`src/rpse_pkg.sv`:
```
package rpse_pkg;

    localparam int INDEX_ENTRIES = 64;
    localparam int SLOT_W        = $clog2(INDEX_ENTRIES);
    localparam int RUN_W         = 6;
    localparam int MAX_BYTES     = 5;
    localparam int COUNT_W       = 3;
    localparam int QUEUE_DEPTH   = 4;
    localparam int QUEUE_AW      = $clog2(QUEUE_DEPTH);

    localparam logic [RUN_W-1:0] RUN_LIMIT = 6'd62;

    localparam logic [7:0] OP_INDEX = 8'h00;
    localparam logic [7:0] OP_DIFF  = 8'h40;
    localparam logic [7:0] OP_LUMA  = 8'h80;
    localparam logic [7:0] OP_RUN   = 8'hC0;
    localparam logic [7:0] OP_RGB   = 8'hFE;

    typedef struct packed {
        logic [MAX_BYTES-1:0][7:0] bytes;
        logic [COUNT_W-1:0]        count;
        logic                      last;
    } t_cmd;

endpackage

```
`src/rpse_if.sv`:
```
interface rpse_pix_if;
    logic       valid;
    logic       ready;
    logic [7:0] red;
    logic [7:0] green;
    logic [7:0] blue;
    logic       last_pixel;

    modport source (output valid, red, green, blue, last_pixel, input ready);
    modport sink   (input valid, red, green, blue, last_pixel, output ready);
endinterface

interface rpse_code_if;
    logic       valid;
    logic       ready;
    logic [7:0] code_byte;
    logic       last_of_item;
    logic       image_done;

    modport source (output valid, code_byte, last_of_item, image_done, input ready);
    modport sink   (input valid, code_byte, last_of_item, image_done, output ready);
endinterface

```
`src/rpse_front.sv`:
```
module rpse_front import rpse_pkg::*; (
    input  logic         i_clk,
    input  logic         i_rst_n,
    rpse_pix_if.sink     i_pix,
    input  logic         i_q_ready,
    output logic         o_push,
    output t_cmd         o_cmd
);

    // stage 1: accepted pixel, slot and registered index read
    logic                r_s1_valid;
    logic [23:0]         r_s1_pix;
    logic                r_s1_last;
    logic [SLOT_W-1:0]   r_s1_slot;
    logic [23:0]         r_rd_data;

    // encoder state
    logic [23:0]              r_prev;
    logic [RUN_W-1:0]         r_run;
    logic                     r_seen;
    logic [INDEX_ENTRIES-1:0] r_valid;
    logic [23:0]              r_index [INDEX_ENTRIES];
    logic                     r_fwd_ok;
    logic [SLOT_W-1:0]        r_fwd_slot;
    logic [23:0]              r_fwd_pix;

    logic              accept;
    logic              s2_fire;
    logic [11:0]       slot_sum;
    logic [SLOT_W-1:0] n_slot;

    logic [7:0]        cr, cg, cb;
    logic signed [7:0] dr, dg, db;
    logic [7:0]        t_dr, t_dg, t_db, t_lr, t_lg, t_lb;
    logic              same, run_ext, run_pend;
    logic [23:0]       entry;
    logic              hit, is_diff, is_luma;
    logic [3:0][7:0]   code;
    logic [COUNT_W-1:0] code_n;
    logic [RUN_W-1:0]  run_m1;
    logic              idx_we;
    t_cmd              cmd;

    assign accept      = i_pix.valid && i_pix.ready;
    assign s2_fire     = r_s1_valid && i_q_ready;
    assign i_pix.ready = !r_s1_valid || s2_fire;

    assign slot_sum = 12'd3 * {4'd0, i_pix.red} + 12'd5 * {4'd0, i_pix.green}
                    + 12'd7 * {4'd0, i_pix.blue};
    assign n_slot   = slot_sum[SLOT_W-1:0];

    assign cr = r_s1_pix[23:16];
    assign cg = r_s1_pix[15:8];
    assign cb = r_s1_pix[7:0];
    assign dr = cr - r_prev[23:16];
    assign dg = cg - r_prev[15:8];
    assign db = cb - r_prev[7:0];

    assign t_dr = dr + 8'd2;
    assign t_dg = dg + 8'd2;
    assign t_db = db + 8'd2;
    assign t_lr = dr + 8'd8;
    assign t_lg = dg + 8'd32;
    assign t_lb = db + 8'd8;

    assign same     = r_seen && (r_s1_pix == r_prev);
    assign run_ext  = same && (r_run < RUN_LIMIT);
    assign run_pend = (r_run != '0);
    assign run_m1   = r_run - 1'b1;

    // unwritten entries read as zero
    always_comb begin
        if (!r_valid[r_s1_slot]) begin
            entry = '0;
        end else if (r_fwd_ok && (r_fwd_slot == r_s1_slot)) begin
            entry = r_fwd_pix;
        end else begin
            entry = r_rd_data;
        end
    end

    assign hit = (entry == r_s1_pix);

    assign is_diff = r_seen
                   && dr >= -8'sd2 && dr <= 8'sd1
                   && dg >= -8'sd2 && dg <= 8'sd1
                   && db >= -8'sd2 && db <= 8'sd1;
    assign is_luma = r_seen
                   && dg >= -8'sd32 && dg <= 8'sd31
                   && dr >= -8'sd8 && dr <= 8'sd7
                   && db >= -8'sd8 && db <= 8'sd7;

    always_comb begin
        code = '0;
        if (hit) begin
            code[0] = OP_INDEX | {2'b00, r_s1_slot};
            code_n  = 3'd1;
        end else if (is_diff) begin
            code[0] = OP_DIFF | {2'b00, t_dr[1:0], t_dg[1:0], t_db[1:0]};
            code_n  = 3'd1;
        end else if (is_luma) begin
            code[0] = OP_LUMA | {2'b00, t_lg[5:0]};
            code[1] = {t_lr[3:0], t_lb[3:0]};
            code_n  = 3'd2;
        end else begin
            code[0] = OP_RGB;
            code[1] = cr;
            code[2] = cg;
            code[3] = cb;
            code_n  = 3'd4;
        end
    end

    always_comb begin
        cmd       = '0;
        cmd.last  = r_s1_last;
        if (run_ext) begin
            cmd.bytes[0] = OP_RUN | {2'b00, r_run};
            cmd.count    = r_s1_last ? 3'd1 : 3'd0;
        end else if (run_pend) begin
            cmd.bytes[0] = OP_RUN | {2'b00, run_m1};
            cmd.bytes[1] = code[0];
            cmd.bytes[2] = code[1];
            cmd.bytes[3] = code[2];
            cmd.bytes[4] = code[3];
            cmd.count    = code_n + 3'd1;
        end else begin
            cmd.bytes[0] = code[0];
            cmd.bytes[1] = code[1];
            cmd.bytes[2] = code[2];
            cmd.bytes[3] = code[3];
            cmd.count    = code_n;
        end
    end

    assign o_cmd  = cmd;
    assign o_push = s2_fire && (cmd.count != '0);
    assign idx_we = s2_fire && !run_ext && !hit && !r_s1_last;

    always_ff @(posedge i_clk) begin
        if (accept) begin
            r_rd_data <= r_index[n_slot];
        end
        if (idx_we) begin
            r_index[r_s1_slot] <= r_s1_pix;
        end
    end

    always_ff @(posedge i_clk) begin
        if (accept) begin
            r_s1_pix  <= {i_pix.red, i_pix.green, i_pix.blue};
            r_s1_last <= i_pix.last_pixel;
            r_s1_slot <= n_slot;
        end
        if (s2_fire && !run_ext) begin
            r_prev <= r_s1_pix;
        end
        if (idx_we) begin
            r_fwd_slot <= r_s1_slot;
            r_fwd_pix  <= r_s1_pix;
        end
    end

    always_ff @(posedge i_clk) begin
        if (!i_rst_n) begin
            r_s1_valid <= 1'b0;
            r_run      <= '0;
            r_seen     <= 1'b0;
            r_valid    <= '0;
            r_fwd_ok   <= 1'b0;
        end else begin
            if (accept) begin
                r_s1_valid <= 1'b1;
            end else if (s2_fire) begin
                r_s1_valid <= 1'b0;
            end
            if (s2_fire) begin
                if (r_s1_last) begin
                    r_run    <= '0;
                    r_seen   <= 1'b0;
                    r_valid  <= '0;
                    r_fwd_ok <= 1'b0;
                end else if (run_ext) begin
                    r_run <= r_run + 1'b1;
                end else begin
                    r_run  <= '0;
                    r_seen <= 1'b1;
                    if (!hit) begin
                        r_valid[r_s1_slot] <= 1'b1;
                        r_fwd_ok           <= 1'b1;
                    end
                end
            end
        end
    end

endmodule

```
`src/rpse_queue.sv`:
```
module rpse_queue import rpse_pkg::*; (
    input  logic i_clk,
    input  logic i_rst_n,
    input  logic i_push,
    input  t_cmd i_cmd,
    output logic o_ready,
    output logic o_valid,
    output t_cmd o_cmd,
    input  logic i_pop
);

    t_cmd                r_mem [QUEUE_DEPTH];
    logic [QUEUE_AW-1:0] r_wr;
    logic [QUEUE_AW-1:0] r_rd;
    logic [QUEUE_AW:0]   r_fill;
    logic                do_push;
    logic                do_pop;

    assign o_ready = (r_fill != QUEUE_AW'(0) + (QUEUE_AW+1)'(QUEUE_DEPTH));
    assign o_valid = (r_fill != '0);
    assign o_cmd   = r_mem[r_rd];
    assign do_push = i_push && o_ready;
    assign do_pop  = i_pop && o_valid;

    always_ff @(posedge i_clk) begin
        if (do_push) begin
            r_mem[r_wr] <= i_cmd;
        end
    end

    always_ff @(posedge i_clk) begin
        if (!i_rst_n) begin
            r_wr   <= '0;
            r_rd   <= '0;
            r_fill <= '0;
        end else begin
            if (do_push) begin
                r_wr <= r_wr + 1'b1;
            end
            if (do_pop) begin
                r_rd <= r_rd + 1'b1;
            end
            if (do_push && !do_pop) begin
                r_fill <= r_fill + 1'b1;
            end else if (do_pop && !do_push) begin
                r_fill <= r_fill - 1'b1;
            end
        end
    end

endmodule

```
`src/rpse_back.sv`:
```
module rpse_back import rpse_pkg::*; (
    input  logic        i_clk,
    input  logic        i_rst_n,
    input  logic        i_valid,
    input  t_cmd        i_cmd,
    output logic        o_pop,
    rpse_code_if.source o_code
);

    logic               r_out_valid;
    logic [7:0]         r_byte;
    logic               r_last_item;
    logic               r_done;
    logic [COUNT_W-1:0] r_idx;
    logic               load;
    logic               final_beat;

    assign load       = i_valid && (!r_out_valid || o_code.ready);
    assign final_beat = (r_idx == i_cmd.count - 1'b1);
    assign o_pop      = load && final_beat;

    assign o_code.valid        = r_out_valid;
    assign o_code.code_byte    = r_byte;
    assign o_code.last_of_item = r_last_item;
    assign o_code.image_done   = r_done;

    always_ff @(posedge i_clk) begin
        if (load) begin
            r_byte      <= i_cmd.bytes[r_idx];
            r_last_item <= final_beat;
            r_done      <= final_beat && i_cmd.last;
        end
    end

    always_ff @(posedge i_clk) begin
        if (!i_rst_n) begin
            r_out_valid <= 1'b0;
            r_idx       <= '0;
        end else begin
            if (load) begin
                r_out_valid <= 1'b1;
                r_idx       <= final_beat ? '0 : r_idx + 1'b1;
            end else if (o_code.ready) begin
                r_out_valid <= 1'b0;
            end
        end
    end

endmodule

```
`src/rgb_pixel_stream_encoder.sv`:
```
// RGB pixel stream encoder.
// i_pix (sink): one RGB pixel per beat; last_pixel marks the end of an image.
// o_code (source): one byte of the coded stream per beat; last_of_item flags
//   the final byte caused by a pixel, image_done the final byte of an image.
// A pixel yields zero to five bytes: a pending run byte, then an INDEX, DIFF,
// two-byte LUMA or four-byte RGB code. A pixel that extends a run yields none
// unless it is the last one.
// The first byte of a pixel passes the input stage with index read, then is
// classified into the command queue, then the output register loads it from
// the queue head.
// Throughput: one pixel per cycle while each pixel yields at most one byte
// and the receiver is ready; the output moves one byte per cycle unless
// stalled, so multi-byte codes go out a byte at a time. A four-entry
// command queue between classifier and byte serializer absorbs bursts.
// Reset (synchronous, active low) empties the pipeline and queue, clears the
// run count and the color index valid bits; no clearing pass is needed.
// When the receiver stalls, the output byte holds; the queue fills and then
// i_pix.ready drops until space frees up.
module rgb_pixel_stream_encoder import rpse_pkg::*; (
    input  logic        i_clk,
    input  logic        i_rst_n,
    rpse_pix_if.sink    i_pix,
    rpse_code_if.source o_code
);

    logic q_ready;
    logic push;
    t_cmd push_cmd;
    logic q_valid;
    t_cmd head_cmd;
    logic pop;

    rpse_front u_front (
        .i_clk     (i_clk),
        .i_rst_n   (i_rst_n),
        .i_pix     (i_pix),
        .i_q_ready (q_ready),
        .o_push    (push),
        .o_cmd     (push_cmd)
    );

    rpse_queue u_queue (
        .i_clk   (i_clk),
        .i_rst_n (i_rst_n),
        .i_push  (push),
        .i_cmd   (push_cmd),
        .o_ready (q_ready),
        .o_valid (q_valid),
        .o_cmd   (head_cmd),
        .i_pop   (pop)
    );

    rpse_back u_back (
        .i_clk   (i_clk),
        .i_rst_n (i_rst_n),
        .i_valid (q_valid),
        .i_cmd   (head_cmd),
        .o_pop   (pop),
        .o_code  (o_code)
    );

endmodule

```
`src/flat_wrapper.sv`:
```
// flat-port wrapper written by rule: the top's interface ports become plain ports
module rgb_pixel_stream_encoder_flat import rpse_pkg::*;
  (i_clk, i_rst_n, i_pix_valid, i_pix_red, i_pix_green, i_pix_blue, i_pix_last_pixel, i_pix_ready, o_code_valid, o_code_code_byte, o_code_last_of_item, o_code_image_done, o_code_ready);
  rpse_pix_if i_pix_i ();
  rpse_code_if o_code_i ();
  input  logic i_clk;
  input  logic i_rst_n;
  input wire logic [$bits(i_pix_i.valid)-1:0] i_pix_valid;
  input wire logic [$bits(i_pix_i.red)-1:0] i_pix_red;
  input wire logic [$bits(i_pix_i.green)-1:0] i_pix_green;
  input wire logic [$bits(i_pix_i.blue)-1:0] i_pix_blue;
  input wire logic [$bits(i_pix_i.last_pixel)-1:0] i_pix_last_pixel;
  output wire logic [$bits(i_pix_i.ready)-1:0] i_pix_ready;
  output wire logic [$bits(o_code_i.valid)-1:0] o_code_valid;
  output wire logic [$bits(o_code_i.code_byte)-1:0] o_code_code_byte;
  output wire logic [$bits(o_code_i.last_of_item)-1:0] o_code_last_of_item;
  output wire logic [$bits(o_code_i.image_done)-1:0] o_code_image_done;
  input wire logic [$bits(o_code_i.ready)-1:0] o_code_ready;
  assign i_pix_i.valid = i_pix_valid;
  assign i_pix_i.red = i_pix_red;
  assign i_pix_i.green = i_pix_green;
  assign i_pix_i.blue = i_pix_blue;
  assign i_pix_i.last_pixel = i_pix_last_pixel;
  assign i_pix_ready = i_pix_i.ready;
  assign o_code_valid = o_code_i.valid;
  assign o_code_code_byte = o_code_i.code_byte;
  assign o_code_last_of_item = o_code_i.last_of_item;
  assign o_code_image_done = o_code_i.image_done;
  assign o_code_i.ready = o_code_ready;
  rgb_pixel_stream_encoder u_core (.i_clk(i_clk), .i_rst_n(i_rst_n), .i_pix(i_pix_i), .o_code(o_code_i));
endmodule
```
`config.mk`:
```
export PLATFORM = sky130hd
export DESIGN_NAME = rgb_pixel_stream_encoder_flat
export DESIGN_NICKNAME = d
export VERILOG_FILES = /design/src/rpse_pkg.sv /design/src/rpse_if.sv /design/src/rpse_front.sv /design/src/rpse_queue.sv /design/src/rpse_back.sv /design/src/rgb_pixel_stream_encoder.sv /design/src/flat_wrapper.sv
export SDC_FILE = /design/constraint.sdc
export NUM_CORES = 2
export LEC_CHECK = 0
export BUFFER_PORTS_ARGS = -buffer_cell sky130_fd_sc_hd__buf_4
export CAP_MARGIN = 25
export CORE_MARGIN = 2
export CORE_UTILIZATION = 24
export CTS_CLUSTER_DIAMETER = 40
export DETAILED_ROUTE_END_ITERATION = 10
export GPL_ROUTABILITY_DRIVEN = 0
export PLACE_DENSITY_LB_ADDON = 0.15
export SYNTH_ARGS = -nofsm -noshare
export SYNTH_HDL_FRONTEND = slang
export SYNTH_HIERARCHICAL = 1
export SYNTH_SLANG_ARGS = --single-unit
```
`constraint.sdc`:
```
create_clock -name i_clk -period 10.09 [get_ports i_clk]
set_input_delay 0.5045 -clock i_clk [delete_from_list [all_inputs] [get_ports i_clk]]
set_output_delay 0.5045 -clock i_clk [all_outputs]
set_load 0.005 [all_outputs]
```
# ---- Yosys cells after proc, flatten, opt, wreduce, memory -nomap -nowiden
# Memory sizes are Yosys's and may differ from the RTL's. A register that Yosys moved wholly into a read port is not among the register bits.
# Index checks and enable logic that the tools add are counted.
dict set report totals {
  register_bits 179
  ram_bits 1712
  in_bits 29
  output_inout_bits 12
  elab_cells 159
  n_memories 2
}
# memory depth word_bits read_ports rd_clocked_by_memory_dff write_ports line
set memory_table {}
lappend memory_table {u_core.u_front.r_index 64 24 1 1 1 rpse_front.sv:22} ;# logic [23:0] r_index [INDEX_ENTRIES];
lappend memory_table {u_core.u_queue.r_mem 4 44 1 1 1 rpse_queue.sv:12} ;# t_cmd r_mem [QUEUE_DEPTH];
dict set report classes {
  add_sub_neg 20
  n_mul 3
  order_cmp 16
  eq_ne 7
  muxes 45
  n_bitwise 1
  reduce_logical 46
}
# op count
set op_table {}
lappend op_table {{$mux W64} 3}
lappend op_table {{$mux W24} 4}
lappend op_table {{$or A64 B64 Y64} 1}
lappend op_table {{$eq A24 B24 Y1} 2}
lappend op_table {{$mux W35} 1}
lappend op_table {{$mux W16} 2}
lappend op_table {{$mux W32} 1}
lappend op_table {{$mux W8} 4}
lappend op_table {{$logic_and A1 B1 Y1} 29}
lappend op_table {{$bmux W8 S3} 1}
lappend op_table {{$ge A8 B2 Y1 const B} 3}
lappend op_table {{$le A8 B2 Y1 const B} 3}
lappend op_table {{$sub A8 B8 Y8} 3}
lappend op_table {{$mux W3} 6}
lappend op_table {{$ge A8 B4 Y1 const B} 2}
lappend op_table {{$le A8 B4 Y1 const B} 2}
lappend op_table {{$mul A3 B8 Y6 const A} 2}
lappend op_table {{$mux W1} 16}
lappend op_table {{$add A6 B6 Y6} 2}
lappend op_table {{$mux W6} 2}
lappend op_table {{$mux W11} 1}
lappend op_table {{$add A3 B1 Y3 const B} 3}
lappend op_table {{$add A4 B4 Y4 const B} 2}
lappend op_table {{$ge A8 B6 Y1 const B} 1}
lappend op_table {{other kinds (26)} 42}

# ---- Logic depth before layout (Yosys ltp)
dict set report logic_depth {
  ltp_word 21
  ltp_mapped 27
  mapped_depth_nobuf 26
}

# ---- By module
# Netlist, hierarchy kept.
# module instances cells_per_inst area_each_um2 seq_area_each_um2
set by_module_without_submodules {}
lappend by_module_without_submodules {rpse_front 1 3295 69489.1 50858.8}
lappend by_module_without_submodules {rpse_queue 1 278 6902.9 5465.2}
lappend by_module_without_submodules {rpse_back 1 75 877.1 380.4}

# ---- Worst setup path after synthesis
# OpenSTA, ideal clock, no wires.
dict set report synth_timing {
  kind {register to register}
  startpoint {register u_core.u_front.r_s1_pix[8]}
  endpoint {memory u_core/u_queue/r_mem[0][0] in the netlist's numbering (enable)}
  setup_time_ps 406
  arrival_ps 6173
  required_ps 9684
  setup_slack_ps 3511
  path_stages_with_launch 21
  path_buffers 1
  synth_period_minus_slack_ps 6579
  cell_sequence {edfxtp_1 > inv_1 > ha_1 > inv_1 > fa_1 > a211oi_1 > or4b_2 > and3_1 > or2_2 > nor2_1 > mux2i_1 > or4_1 > buf_2 > nand2_1 > nor2_1 > ha_1 > nand2_1 > a211oi_1 > a211o_1 > a21boi_2 > and2_1}
}
dict set report synth_via {
  elab_chain_len 19
  word_cells_on_any_way 30
  cone_classes {add/sub (2); order compare (4); eq/ne (2); mux (7); reduce/logical (15)}
}
# element line
set synth_rtl {}
lappend synth_rtl {{start: declaration} rpse_front.sv:12} ;# logic [23:0] r_s1_pix;
lappend synth_rtl {{start signal: assignment} rpse_front.sv:151} ;# r_s1_pix <= {i_pix.red, i_pix.green, i_pix.blue};
lappend synth_rtl {{$sub A8 B8 Y8} rpse_front.sv:56} ;# assign dg = cg - r_prev[15:8];
lappend synth_rtl {{$ge A8 B6 Y1} rpse_front.sv:89} ;# && dg >= -8'sd32 && dg <= 8'sd31
lappend synth_rtl {{$logic_and A1 B1 Y1 (2 in a row)} rpse_front.sv:89}
lappend synth_rtl {{$logic_and A1 B1 Y1 (2 in a row)} rpse_front.sv:90} ;# && dr >= -8'sd8 && dr <= 8'sd7
lappend synth_rtl {{$logic_and A1 B1 Y1 (2 in a row)} rpse_front.sv:91} ;# && db >= -8'sd8 && db <= 8'sd7;
lappend synth_rtl {{$mux W3} rpse_front.sv:101} ;# end else if (is_luma) begin
lappend synth_rtl {{$mux W3} rpse_front.sv:98} ;# end else if (is_diff) begin
lappend synth_rtl {{$mux W3} rpse_front.sv:95} ;# if (hit) begin
lappend synth_rtl {{[... 2 more ...]} -}
lappend synth_rtl {{$mux W11 (*)} rpse_front.sv:117} ;# if (run_ext) begin
lappend synth_rtl {{$reduce_bool A3 Y1 (*)} rpse_front.sv:137} ;# assign o_push = s2_fire && (cmd.count != '0);
lappend synth_rtl {{$logic_and A1 B1 Y1 (*)} rpse_front.sv:137}
lappend synth_rtl {{via u_core.push} rgb_pixel_stream_encoder.sv:27} ;# logic push;
lappend synth_rtl {{$logic_and A1 B1 Y1 (*)} rpse_queue.sv:22} ;# assign do_push = i_push && o_ready;
lappend synth_rtl {{via u_core.u_queue.do_push} rpse_queue.sv:16} ;# logic do_push;
lappend synth_rtl {{$mux W1 (*)} rpse_queue.sv:26} ;# if (do_push) begin
lappend synth_rtl {{$mux W1 (implied by the code) (*)} rpse_queue.sv:27} ;# r_mem[r_wr] <= i_cmd;
lappend synth_rtl {{end: declaration} rpse_queue.sv:12}
# The timed path passes the listed nets; every way through them passes the cells marked *.

# ---- Worst setup path in the final report
dict set report layout_timing {
  startpoint {register u_core.u_front.r_s1_slot[2]}
  endpoint {register u_core.u_queue.r_fill[2]}
}
dict set report layout_via {
  elab_chain_len 15
  word_cells_on_any_way 19
  cone_classes {add/sub (1); eq/ne (2); mux (8); reduce/logical (8)}
}
# element line
set layout_rtl {}
lappend layout_rtl {{start: declaration} rpse_front.sv:14} ;# logic [SLOT_W-1:0] r_s1_slot;
lappend layout_rtl {{start signal: assignment} rpse_front.sv:153} ;# r_s1_slot <= n_slot;
lappend layout_rtl {{parallel branches: the longest is 3 deep, another holds $bmux W1 S6} -}
lappend layout_rtl {{$mux W24 (*)} rpse_front.sv:73} ;# if (!r_valid[r_s1_slot]) begin
lappend layout_rtl {{$eq A24 B24 Y1 (*)} rpse_front.sv:82} ;# assign hit = (entry == r_s1_pix);
lappend layout_rtl {{$mux W3 (*)} rpse_front.sv:95}
lappend layout_rtl {{$add A3 B1 Y3} rpse_front.sv:126} ;# cmd.count = code_n + 3'd1;
lappend layout_rtl {{$mux W35 (*)} rpse_front.sv:120} ;# end else if (run_pend) begin
lappend layout_rtl {{$mux W11 (*)} rpse_front.sv:117}
lappend layout_rtl {{$reduce_bool A3 Y1 (*)} rpse_front.sv:137}
lappend layout_rtl {{$logic_and A1 B1 Y1 (*)} rpse_front.sv:137}
lappend layout_rtl {{via u_core.push} rgb_pixel_stream_encoder.sv:27}
lappend layout_rtl {{$logic_and A1 B1 Y1 (*)} rpse_queue.sv:22}
lappend layout_rtl {{via u_core.u_queue.do_push} rpse_queue.sv:16}
lappend layout_rtl {{$logic_not A1 Y1} rpse_queue.sv:45} ;# end else if (do_pop && !do_push) begin
lappend layout_rtl {{$logic_and A1 B1 Y1} rpse_queue.sv:45}
lappend layout_rtl {{$reduce_bool A2 Y1 (no line)} -}
lappend layout_rtl {{end signal: assignment} rpse_queue.sv:44} ;# r_fill <= r_fill + 1'b1;
lappend layout_rtl {{end signal: assignment} rpse_queue.sv:46} ;# r_fill <= r_fill - 1'b1;
lappend layout_rtl {{end: declaration} rpse_queue.sv:15} ;# logic [QUEUE_AW:0] r_fill;
# Mark *: on every way through the listed nets, which the timed path passes. The select of a mux whose other input is x is not followed.
# A chain may end at the register's enable or synchronous reset.

==> out/metrics.yaml <==
synthesis:
  yosys.area_share.xor_xnor_pct: 0.7190
  synth_sequential_area_ratio_pct: 73.39
  synthFlopType: "edfxtp_1"
  synth_top_area_share_pct: 71.16
  synth-async-reset-ratio_pct: 0
  yosys-top-cells-area: "edfxtp_1 71%, mux4_2 16%, dfxtp_1 2.2%"
  synth_cell_type_count: 102
  synth_top_family_by_area: "multiplexers"
  synth_compound_area_share_pct: 3.190
  synth_edf_count: 1831
  syn_area_per_cell_um2: 21.18
  syn_inst: 3648
  ys_warn_count: 6
  synth_mux_area_share_pct: 16.74
  synth_largest_area_cell: "edfxtp_1"
  synth_fa_ha_area_share_pct: 1.237
  synth_fp_nets: 3742
  synth-seq-cells: 1917
  syn_area_mm2: 0.07727
  synthSimpleGateAreaFrac_pct: 3.099
die:
  initial_core_util_pct: 24.10
  dieWidth_um: 571.4
  fp-row-count: 208
  die-area_mm2: 0.3265
  io-pin-count: 41
  chipHeight_um: 571.4
  core_area_mm2: 0.3206
route:
  top_layer_used: "met4"
  avgViaCountPerCell: 4.595
  drcViolationCount: 0
  drt_iter0_drc: 3642
  wl_um: 245900
  wl_per_cell_um: 28.89
  vias: 39110
  drt-met1-wl_um: 116800
  routed-wl-met3_um: 12770
  wl_met2_um: 110000
  firstDrtPassIters: 5
  drtAntennaViolNets: 0
clock_network:
  root_buffer: "clkbuf_16"
  h-tree-depth: 5
  cts_resized: 0
  cts-buffers-inserted: 293
  clk_latency_ps: 870
  clkTransAtPathRegs_ps: 50
  cts_tree: "done"
  clockBufferDepth: 4
  cts.sinks: 1917
sta:
  hold_viol: 0
  holdWs_ps: 391.7
  slew_headroom_pct: 31.67
  max_slew.worst_pin.slew_ps: 1019
  fin_ws_ps: 3309
  fin_worst_skew_ps: 69.70
  min_period_ps: 6781
  rsz0062_at_grt: "no"
  fin_crit_sh_pct: 67.20
  drv_slew: 0
  finalSetupViolCount: 0
  setup-tns-final_ps: 0
  fmax_mhz: 147.5
placed_design:
  io_buffers: 40
  pre_cts_ws_ps: 3270
  hpwl_um: 136100
grt:
  grt_max_degree: 100
  grt_overflow: 0
  grtUsageTotal_pct: 14.90
  grt_pass1_vias: 40260
  grt_pass1_wl_um: 339000
  antenna_found_initial: 22
pwr:
  power_leakage_nw: 29.34
  internal_power_mw: 18.29
  ir_worst_vdd_uv: 466.3
  comb_power_share_pct: 26.8
  power_frac_seq_pct: 35.0
  clkPwrFrac_pct: 38.3
  switching_share_pct: 31.26
  p_per_area_mw_per_mm2: 283.4
  p_sw_mw: 8.317
cells_and_area:
  layout-drive-gt1-share_pct: 32.31
  areaGrowthSynthToFinish_pct: 21.48
  nets: 4064
critical_path:
  worstPathMaxFanout: 19
  required_ps: 10860
  cp.arrival_ps: 7550
  critical_path_class: "register to register"
  endpoint_kind: "register"
  critPathLaunchType: "register"
worst_hold_path:
  hold_class: "input pin to register"
run_status:
  status: "finished, final reports clean"
run:
  drv_cap: 0
-- flip-flops by register name (all words and copies together) (netlist names), 2 cells and up, named ones only --
register                        cells
u_core/u_back/o_code.code_byte      8
u_core/u_back/r_idx                 3
u_core/u_front/r_fwd_pix           24
u_core/u_front/r_fwd_slot           6
u_core/u_front/r_index           1536
u_core/u_front/r_prev              24
u_core/u_front/r_rd_data           24
u_core/u_front/r_run                6
u_core/u_front/r_s1_pix            24
u_core/u_front/r_s1_slot            6
u_core/u_front/r_valid             64
u_core/u_queue/r_fill               3
u_core/u_queue/r_mem              176
u_core/u_queue/r_rd                 2
u_core/u_queue/r_wr                 2
-- path summary, 6_finish.rpt --
kind                                                             start                                     end  slack [ps]  cells after the start
worst max-delay path             u_core/u_front/r_s1_slot[2]$_DFFE_PP_   u_core/u_queue/r_fill[2]$_SDFFE_PN0P_        3310                     21
worst max register to register   u_core/u_front/r_s1_slot[2]$_DFFE_PP_   u_core/u_queue/r_fill[2]$_SDFFE_PN0P_        3310                     21
worst min register to register  u_core/u_front/r_valid[0]$_SDFFE_PN0P_  u_core/u_front/r_valid[0]$_SDFFE_PN0P_         460                      1
worst min-delay path                                      i_pix_red[7]   u_core/u_front/r_s1_pix[23]$_DFFE_PP_         390                      2
-- what timing repair did --
item,CTS,global route
endpoints found under the hold margin,34,0
buffers inserted,0,0
hold buffers,29,0
-- layer usage --
| layer | GRT usage [%] | vias to the layer above |
|---|---|---|
| li1 | - | 16090 |
| met1 | 22.15 | 21520 |
| met2 | 22.56 | 1165 |
| met3 | 2.207 | 340 |
| met4 | 4.034 | 0 |
| met5 | 0 | - |
-- cell usage in the layout, fill, tap and decap left out, types with 21 or more instances in the layout --
cell           netlist  routed
clkinv_1             0      25
nand3_1             37      37
clkinvlp_4           0      32
a21oi_1             40      40
clkinv_4             0      28
nor4_1              22      21
xnor2_1             36      35
mux2i_1             21      21
dfxtp_1             86      84
mux4_2             554     554
dlygate4sd3_1        0      29
clkinv_2             0      36
inv_1               98      98
nor2_4               0      64
buf_4                4     184
o21ai_0             47      47
inv_6                0      28
ha_1                46      43
clkbuf_16            0     305
nor2_1              43      42
nand2_1             49      49
bufinv_16            0      29
nor3_1              27      26
clkbuf_1           113      28
edfxtp_1          1831    1831
o21a_1              69      69
-- through the flow --
stage                     cell area [um^2]  power, mW  cells  utilization (%)
after floorplan                      77270      13.49   3648                -
after global placement               83690      16.83   7950            26.10
after detailed placement             83690      16.81   7950            26.10
after CTS                            93840      27.10   8507            29.27
after global routing                 93860      27.55   8508            29.27
final                                93870      26.60   8512            29.28
-- power groups by stage --
| stage | sequential [mW] | clock, mW | combinational (mW) |
|---|---|---|---|
| finish | 9.31 | 10.2 | 7.12 |
| detailed placement | 9.47 | 0 | 7.34 |
| CTS | 9.31 | 10.4 | 7.36 |
| floorplan | 9.34 | 0 | 4.15 |
| global route | 9.32 | 10.8 | 7.48 |
| global placement | 9.47 | 0 | 7.36 |
-- kinds of logic after synthesis --
kind of cell,Yosys count
compound gates,319
fa+ha+maj,65
flops,1917
xor+xnor,60
mux,591
simple gates,405
buf+inv,291
-- worst max-delay path, stage by stage (launching register included) --
cell and delay (ps):
edfxtp_1 920, xnor2_2 190, and4_1 750, nand2_4 290, mux2i_1 200, a221oi_1 500, o2111ai_2 250, nor4_4 600
nand2_1 360, nand2_1 240, nor2_1 60, ha_1 290, nand2_1 70, a211oi_1 230, a211o_1 150, a21boi_2 320
ha_1 240, inv_1 60, fa_1 370, xor2_1 170, or3_1 300, a21boi_0 160
-- layout make-up --
| type | count | area, um^2 |
|---|---|---|
| Fill cell | 31370 | 226800 |
| Sequential cell | 1917 | 56710 |
| Multi-Input combinational cell | 1440 | 19730 |
| Clock buffer | 336 | 7779 |
| Tap cell | 4305 | 5386 |
| Clock inverter | 192 | 2072 |
| Timing Repair Buffer | 220 | 1812 |
| Inverter | 98 | 367.9 |
| Antenna cell | 4 | 10.01 |
-- cells in the mapped netlist (all sizes together), types with 9 or more instances --
library cell	instances
edfxtp	1831
mux4	558
clkbuf	115
nor2	108
inv	98
dfxtp	86
buf	78
o21a	69
nand2	51
o21ai	47
ha	46
a21oi	42
nand3	38
xnor2	38
nor3	29
and2	27
nor4	25
mux2i	21
xor2	21
nand4	20
fa	19
nand2b	18
nand3b	18
nor2b	15
o211ai	15
a21boi	14
a31oi	13
or3	13
mux2	12
a211oi	11
a21o	10
o2111ai	10
a22o	9
o31ai	9
Note: power is estimated with default switching activity, not from simulation.
